## src/hdl/dti_pkg.sv

```systemverilog
package dti_pkg;

  // Default table depth and fixed field widths
  localparam int TABLE_DEPTH_DEF = 64;
  localparam int MACH_W          = 16;
  localparam int COEFF_W         = 16;
  localparam int ENTRIES_W       = 7;
  localparam int DIV_STEPS       = 32;

  // Item codes
  typedef enum logic [1:0] {
    ACT_CLEAR  = 2'd0,
    ACT_APPEND = 2'd1,
    ACT_QUERY  = 2'd2
  } action_t;

  typedef enum logic [1:0] {
    STAT_OK    = 2'd0,
    STAT_RANGE = 2'd1,
    STAT_EMPTY = 2'd2,
    STAT_FULL  = 2'd3
  } status_t;

  // Sequencer states
  typedef enum logic [2:0] {
    ST_IDLE,
    ST_FIRST,
    ST_SCAN,
    ST_MUL,
    ST_ABS,
    ST_DIV,
    ST_FIX,
    ST_POST
  } state_t;

  // Input and result words
  typedef struct packed {
    logic [1:0]                action;
    logic [MACH_W-1:0]         entry_mach;
    logic signed [COEFF_W-1:0] entry_coeff;
    logic [MACH_W-1:0]         query_mach;
  } in_item_t;

  typedef struct packed {
    logic signed [COEFF_W-1:0] coeff;
    logic [1:0]                status;
    logic [ENTRIES_W-1:0]      entries;
  } out_item_t;

  // One table row as held in the memory
  typedef struct packed {
    logic [MACH_W-1:0]         mach;
    logic signed [COEFF_W-1:0] coeff;
  } entry_t;

endpackage

```

## src/hdl/drag_table_interpolator.sv

```systemverilog
// Channel  Direction  Handshake          Word
// cfg      in         cfg_write          cfg_data   (strict range flag)
// in       in         in_valid/in_stall  in_data    (dti_pkg::in_item_t)
// out      out        out_valid/out_stall out_data  (dti_pkg::out_item_t)
//
// Clear, append and unused codes go from accept straight to the result stage.
// A query scans the table one row per cycle through the single memory read port,
// then, when it interpolates, passes through multiply, magnitude, a 32-step serial
// divider and the final add.
// Synchronous reset empties the table and sets strict range; no clearing pass.
// The result sits in an output register; while it is stalled the block can
// take a new word, and holds the next result until the register frees.
module drag_table_interpolator #(
  parameter int TABLE_DEPTH = dti_pkg::TABLE_DEPTH_DEF
) (
  input  logic               clk,
  input  logic               rst,
  input  logic               cfg_write,
  input  logic               cfg_data,
  input  logic               in_valid,
  output logic               in_stall,
  input  dti_pkg::in_item_t  in_data,
  output logic               out_valid,
  input  logic               out_stall,
  output dti_pkg::out_item_t out_data
);

  localparam int AW  = $clog2(TABLE_DEPTH);
  localparam int CW  = $clog2(TABLE_DEPTH + 1);
  localparam int EW  = (CW > dti_pkg::ENTRIES_W) ? CW : dti_pkg::ENTRIES_W;
  localparam int DCW = $clog2(dti_pkg::DIV_STEPS);

  dti_pkg::state_t state, state_next;

  // Table state
  dti_pkg::entry_t mem [TABLE_DEPTH];
  dti_pkg::entry_t rd_data;
  dti_pkg::entry_t prev;
  logic [AW-1:0]   rd_addr;
  logic [AW-1:0]   idx;
  logic [CW-1:0]   cnt;
  logic [15:0]     min_mach;
  logic [15:0]     max_mach;
  logic            strict;

  // Arithmetic datapath
  logic [15:0]        qm;
  logic signed [15:0] c0;
  logic signed [16:0] dc;
  logic [15:0]        dq;
  logic [15:0]        wd;
  logic signed [33:0] prod;
  logic signed [33:0] mag;
  logic               neg;
  logic [15:0]        rem;
  logic [31:0]        quo;
  logic [DCW-1:0]     dcnt;
  logic [16:0]        shifted;
  logic [17:0]        diff;
  logic               ge;
  logic [17:0]        qx;
  logic [17:0]        sum;

  // Pending result
  logic signed [15:0] res_coeff;
  dti_pkg::status_t   res_status;
  logic [EW-1:0]      cnt_ext;

  logic in_acc;
  logic full;
  logic q_reject;
  logic hit;
  logic zero_w;
  logic at_last;
  logic load_out;

  assign in_stall = (state != dti_pkg::ST_IDLE);
  assign in_acc   = in_valid && (state == dti_pkg::ST_IDLE);
  assign full     = (cnt == CW'(TABLE_DEPTH));
  assign q_reject = (cnt == '0) ||
                    (strict && ((in_data.query_mach < min_mach) ||
                                (in_data.query_mach > max_mach)));
  assign hit      = (qm >= prev.mach) && (qm <= rd_data.mach);
  assign zero_w   = (prev.mach == rd_data.mach);
  assign at_last  = (CW'(idx) == cnt - CW'(1));
  assign cnt_ext  = EW'(cnt);

  // Divider step and final correction
  assign mag     = prod[33] ? -prod : prod;
  assign shifted = {rem, quo[31]};
  assign diff    = {1'b0, shifted} - {2'b00, wd};
  assign ge      = !diff[17];
  assign qx      = {1'b0, quo[16:0]};
  assign sum     = {{2{c0[15]}}, c0} + (neg ? -qx : qx);

  // Sequencer: next state and memory read address
  always_comb begin
    state_next = state;
    rd_addr    = '0;
    load_out   = 1'b0;
    unique case (state)
      dti_pkg::ST_IDLE: begin
        if (in_valid) begin
          if ((in_data.action == dti_pkg::ACT_QUERY) && !q_reject) begin
            state_next = dti_pkg::ST_FIRST;
          end else begin
            state_next = dti_pkg::ST_POST;
          end
        end
      end
      dti_pkg::ST_FIRST: begin
        if (cnt == CW'(1)) begin
          state_next = dti_pkg::ST_POST;
        end else begin
          rd_addr    = AW'(1);
          state_next = dti_pkg::ST_SCAN;
        end
      end
      dti_pkg::ST_SCAN: begin
        if (hit) begin
          state_next = zero_w ? dti_pkg::ST_POST : dti_pkg::ST_MUL;
        end else if (at_last) begin
          state_next = dti_pkg::ST_POST;
        end else begin
          rd_addr = idx + AW'(1);
        end
      end
      dti_pkg::ST_MUL: state_next = dti_pkg::ST_ABS;
      dti_pkg::ST_ABS: state_next = dti_pkg::ST_DIV;
      dti_pkg::ST_DIV: begin
        if (dcnt == DCW'(dti_pkg::DIV_STEPS - 1)) begin
          state_next = dti_pkg::ST_FIX;
        end
      end
      dti_pkg::ST_FIX: state_next = dti_pkg::ST_POST;
      dti_pkg::ST_POST: begin
        load_out = !out_valid || !out_stall;
        if (load_out) begin
          state_next = dti_pkg::ST_IDLE;
        end
      end
      default: state_next = dti_pkg::ST_IDLE;
    endcase
  end

  always_ff @(posedge clk) begin
    if (rst) begin
      state <= dti_pkg::ST_IDLE;
    end else begin
      state <= state_next;
    end
  end

  // Control state: count, Mach bounds, mode, output valid
  always_ff @(posedge clk) begin
    if (rst) begin
      cnt       <= '0;
      min_mach  <= '0;
      max_mach  <= '0;
      strict    <= 1'b1;
      out_valid <= 1'b0;
    end else begin
      if (cfg_write) begin
        strict <= cfg_data;
      end
      if (in_acc) begin
        if (in_data.action == dti_pkg::ACT_CLEAR) begin
          cnt      <= '0;
          min_mach <= '0;
          max_mach <= '0;
        end else if ((in_data.action == dti_pkg::ACT_APPEND) && !full) begin
          cnt <= cnt + CW'(1);
          if ((cnt == '0) || (in_data.entry_mach < min_mach)) begin
            min_mach <= in_data.entry_mach;
          end
          if ((cnt == '0) || (in_data.entry_mach > max_mach)) begin
            max_mach <= in_data.entry_mach;
          end
        end
      end
      if (load_out) begin
        out_valid <= 1'b1;
      end else if (!out_stall) begin
        out_valid <= 1'b0;
      end
    end
  end

  // Table memory: one write port, one registered read port
  always_ff @(posedge clk) begin
    if (in_acc && (in_data.action == dti_pkg::ACT_APPEND) && !full) begin
      mem[cnt[AW-1:0]] <= {in_data.entry_mach, in_data.entry_coeff};
    end
    rd_data <= mem[rd_addr];
  end

  // Datapath: scan, multiply, serial divide, result
  always_ff @(posedge clk) begin
    unique case (state)
      dti_pkg::ST_IDLE: begin
        if (in_valid) begin
          qm        <= in_data.query_mach;
          res_coeff <= '0;
          unique case (in_data.action)
            dti_pkg::ACT_APPEND: res_status <= full ? dti_pkg::STAT_FULL : dti_pkg::STAT_OK;
            dti_pkg::ACT_QUERY: begin
              if (cnt == '0) begin
                res_status <= dti_pkg::STAT_EMPTY;
              end else if (q_reject) begin
                res_status <= dti_pkg::STAT_RANGE;
              end else begin
                res_status <= dti_pkg::STAT_OK;
              end
            end
            default: res_status <= dti_pkg::STAT_OK;
          endcase
        end
      end
      dti_pkg::ST_FIRST: begin
        prev      <= rd_data;
        idx       <= AW'(1);
        res_coeff <= rd_data.coeff;
      end
      dti_pkg::ST_SCAN: begin
        prev      <= rd_data;
        idx       <= idx + AW'(1);
        res_coeff <= hit ? prev.coeff : rd_data.coeff;
        c0        <= prev.coeff;
        dc        <= {rd_data.coeff[15], rd_data.coeff} - {prev.coeff[15], prev.coeff};
        dq        <= qm - prev.mach;
        wd        <= rd_data.mach - prev.mach;
      end
      dti_pkg::ST_MUL: begin
        prod <= dc * $signed({1'b0, dq});
      end
      dti_pkg::ST_ABS: begin
        neg  <= prod[33];
        rem  <= '0;
        quo  <= mag[31:0];
        dcnt <= '0;
      end
      dti_pkg::ST_DIV: begin
        rem  <= ge ? diff[15:0] : shifted[15:0];
        quo  <= {quo[30:0], ge};
        dcnt <= dcnt + DCW'(1);
      end
      dti_pkg::ST_FIX: begin
        res_coeff <= sum[15:0];
      end
      dti_pkg::ST_POST: begin
        if (load_out) begin
          out_data.coeff   <= res_coeff;
          out_data.status  <= res_status;
          out_data.entries <= cnt_ext[dti_pkg::ENTRIES_W-1:0];
        end
      end
      default: ;
    endcase
  end

endmodule

```

## config.mk

```make
export PLATFORM = sky130hd
export DESIGN_NAME = drag_table_interpolator
export DESIGN_NICKNAME = d
export VERILOG_FILES = /design/src/hdl/dti_pkg.sv /design/src/hdl/drag_table_interpolator.sv
export SDC_FILE = /design/constraint.sdc
export NUM_CORES = 2
export LEC_CHECK = 0
export ABC_AREA = 1
export BUFFER_PORTS_ARGS = -buffer_cell sky130_fd_sc_hd__buf_2
export CELL_PAD_IN_SITES_DETAIL_PLACEMENT = 0
export CELL_PAD_IN_SITES_GLOBAL_PLACEMENT = 2
export CORE_UTILIZATION = 47
export CTS_CLUSTER_SIZE = 24
export DETAILED_ROUTE_END_ITERATION = 8
export GPL_TIMING_DRIVEN = 0
export PLACE_DENSITY_LB_ADDON = 0.1
export SETUP_SLACK_MARGIN = 0.1
export SLEW_MARGIN = 15
export SYNTH_ARGS = -nofsm -noshare
export SYNTH_HDL_FRONTEND = slang
export SYNTH_SLANG_ARGS = --single-unit
export TNS_END_PERCENT = 20
```

## constraint.sdc

```tcl
create_clock -name clk -period 8.5 [get_ports clk]
set_clock_uncertainty 0.05 [all_clocks]
set_input_delay 1.7 -clock clk [delete_from_list [all_inputs] [get_ports clk]]
set_output_delay 1.7 -clock clk [all_outputs]
set_load 0.05 [all_outputs]
```

==> results.toml <==
[detailed_routing]
drc = 0
final_antenna_net_count = 0
wirelength_um = 401700
routed_via_density = 5.556
drt_iter0_markers = 9541
first_pass_iters = 8
wl_per_cell_um = 26.50
vias = 84220

[cts]
cts_tree = "built"
clk_pin_slew_ps = 80
clk_path_buf_depth = 4
cts_setup_buffers = 0
clk_latency_ps = 940
clock-sinks = 2373
ctsResizeCount = 0
postCtsHoldBufs = 0
htreeDepth = 5
numCtsBuffers = 280
root_buffer = "clkbuf_16"

[status]
status = "completed"

[critical_path]
cp-end-kind = "flop"
cp_max_fo = 10
cp_data_required_time_ps = 9080
worstPathCellList = "clkbuf_1 -> clkbuf_1 -> nand2_1 -> fa_1 -> fa_1 -> inv_1 -> fa_1 -> inv_1 -> fa_1 -> fa_1 -> fa_1 -> inv_1 -> ha_1 -> nand2_1 -> o21a_1 -> o221ai_1 -> a21oi_1 -> o21ai_0 -> a21oi_1 -> o21bai_1 -> xor2_1"
slowest_delay_ps = 640
cpMostUsedCell = "fa_1"
cp-start-kind = "flop"
cpMaxStageDelayCell = "clkbuf_1"
crit_family = "adder cells"
r2r-start = "dc[9]$_DFFE_PP_"
worst_ep_arrival_time_ps = 7910
startpoint = "dc[9]$_DFFE_PP_"
critPathBufInv = 5
crit_type = "flop to flop"

[logic_synthesis]
synthCells = 11140
ys.flop_type = "edfxtp_1"
ys_seq_area_share_pct = 59.73
synthesis.area_um2 = 118000
synth_area_leaders = "edfxtp_1, nand3_1, inv_1"
yosys_warnings = 0
synthTopCellsByCount = "edfxtp_1, nand3_1, inv_1, nand2_1, nand3b_1"
synth_most_common_cell = "edfxtp_1"
netlist-cell-type-count = 52
synth_edf_count = 2297
synthesis.nets = 11730
ys_async_sr_fraction_pct = 0
synth-seq-cells = 2373
synth_top_cell_area_share_pct = 58.44
synth_top_area_cell = "edfxtp_1"
syn-mean-instance-area_um2 = 10.60

[grt]
antenna_found_initial = 27
overflow = 0
grt_max_degree = 68
grt_pass1_wl_um = 571500
grt_pass1_vias = 81220
grt_usage_pct = 31.69

[floorplan]
coreArea_um2 = 249100
die_width_um = 503.1
ioPinCount = 83
dieHeight_um = 503.1
rows = 183
die-area_um2 = 253100
initial_core_util_pct = 47.38

[hold_path]
hp-start = "cnt[4]$_SDFFE_PP0P_"
hp-class = "flop to flop"

[timing]
fmax_mhz = 136.4
fin_crit_sh_pct = 86.25
tns_ps = 0
worstMarginPinSlew_ps = 1284
setup_viol = 0
hold_viol = 0
rsz0062_at_grt = "false"
slew_violations = 0
slew_headroom_pct = 14.38
min_period_ps = 7331

[job]
drv_cap = 0

[place]
portBuffers = 81
hpwl_um = 298000
place_congestion = 0.9503

[finish]
area_delta_synth_final_pct = 13.82
drive_above_1_share_pct = 7.656
nNetsFinal = 12210
final_util_pct = 53.92
-- per-layer routing --
layer	wire length [um]	share of wire, %	track usage (%)
met2	187100	47	51.10
met1	166500	41	42.71
met5	51	0.013	0
met3	32130	8.0	5.855
met4	15850	3.9	11.59
-- path summary, 6_finish.rpt --
check	cells past startpoint	slack (ps)	to
setup / recovery	21	1170	prod[28]$_DFFE_PP_
hold / removal	0	360	out_data[4]$_DFFE_PP_
setup reg to reg	21	1170	prod[28]$_DFFE_PP_
hold reg to reg	0	360	out_data[4]$_DFFE_PP_
-- layout make-up --
class | instances | area [um2]
fillers | 22030 | 114800
plain buffers | 656 | 2801
inverters | 1893 | 7106
clock buffers | 353 | 7480
flip-flops and latches | 2373 | 70500
multi-input cells | 6215 | 38170
well taps | 3330 | 4167
repair buffers | 194 | 2914
clock inverters | 123 | 1142
diodes | 21 | 52.55
-- sequential cells by signal, indices dropped and copies added (netlist names), 16 cells and up --
signal / count
dc: 17
dq: 16
prod: 33
quo: 32
c0: 16
rem: 16
min_mach: 16
wd: 16
prev: 32
rd_data: 32
qm: 16
mem: 2048
res_coeff: 16
max_mach: 16
out_data: 25
-- cells by family after synthesis --
| kind of cell | after synthesis | synth area share [%] |
|---|---|---|
| and+or+nand+nor | 5053 | 21.04 |
| buffers and inverters | 2549 | 8.380 |
| DFF | 2373 | 59.73 |
| adders and majority gates | 538 | 7.510 |
| AOI/OAI and AO/OA | 476 | 2.240 |
| xor gates and xnor gates | 148 | 1.098 |
-- stage by stage --
| stage | instances | area, um2 | hold slack, ps | worst slack, ps |
|---|---|---|---|---|
| after global routing | 15140 | 134300 | 372.4 | 852.3 |
| final | 15160 | 134300 | 358.8 | 1169 |
| after detailed placement | 14660 | 125600 | 354.5 | 1245 |
| after CTS | 15140 | 134300 | 358.7 | 1167 |
| after global placement | 14550 | 122600 | 351.0 | -442.5 |
| after floorplan | 11140 | 118000 | 350.3 | 2623 |
-- layout by cell type, fill, tap and decap left out, types with 9 or more instances in the layout --
| cell | count |
|---|---|
| bufinv_16 | 20 |
| edfxtp_1 | 2297 |
| clkinv_2 | 31 |
| o211ai_1 | 13 |
| nand3_1 | 2233 |
| o31ai_1 | 9 |
| nand4_1 | 15 |
| dfxtp_1 | 76 |
| buf_12 | 55 |
| buf_4 | 51 |
| o21ai_0 | 164 |
| diode_2 | 21 |
| fa_1 | 284 |
| buf_1 | 54 |
| xnor2_1 | 51 |
| clkbuf_2 | 10 |
| nand3b_1 | 768 |
| a31oi_1 | 13 |
| clkinv_1 | 56 |
| a21oi_1 | 216 |
| nor2_4 | 64 |
| o21a_1 | 11 |
| o221ai_1 | 13 |
| clkbuf_1 | 415 |
| ha_1 | 254 |
| nor3_1 | 35 |
| inv_1 | 1887 |
| nor2_1 | 140 |
| buf_2 | 277 |
| xor2_1 | 97 |
| clkbuf_16 | 287 |
| nand2_1 | 1765 |
| buf_16 | 44 |
Power is not shown: default switching activity piles up to over one toggle a cycle in this logic, so the estimate is an artifact.
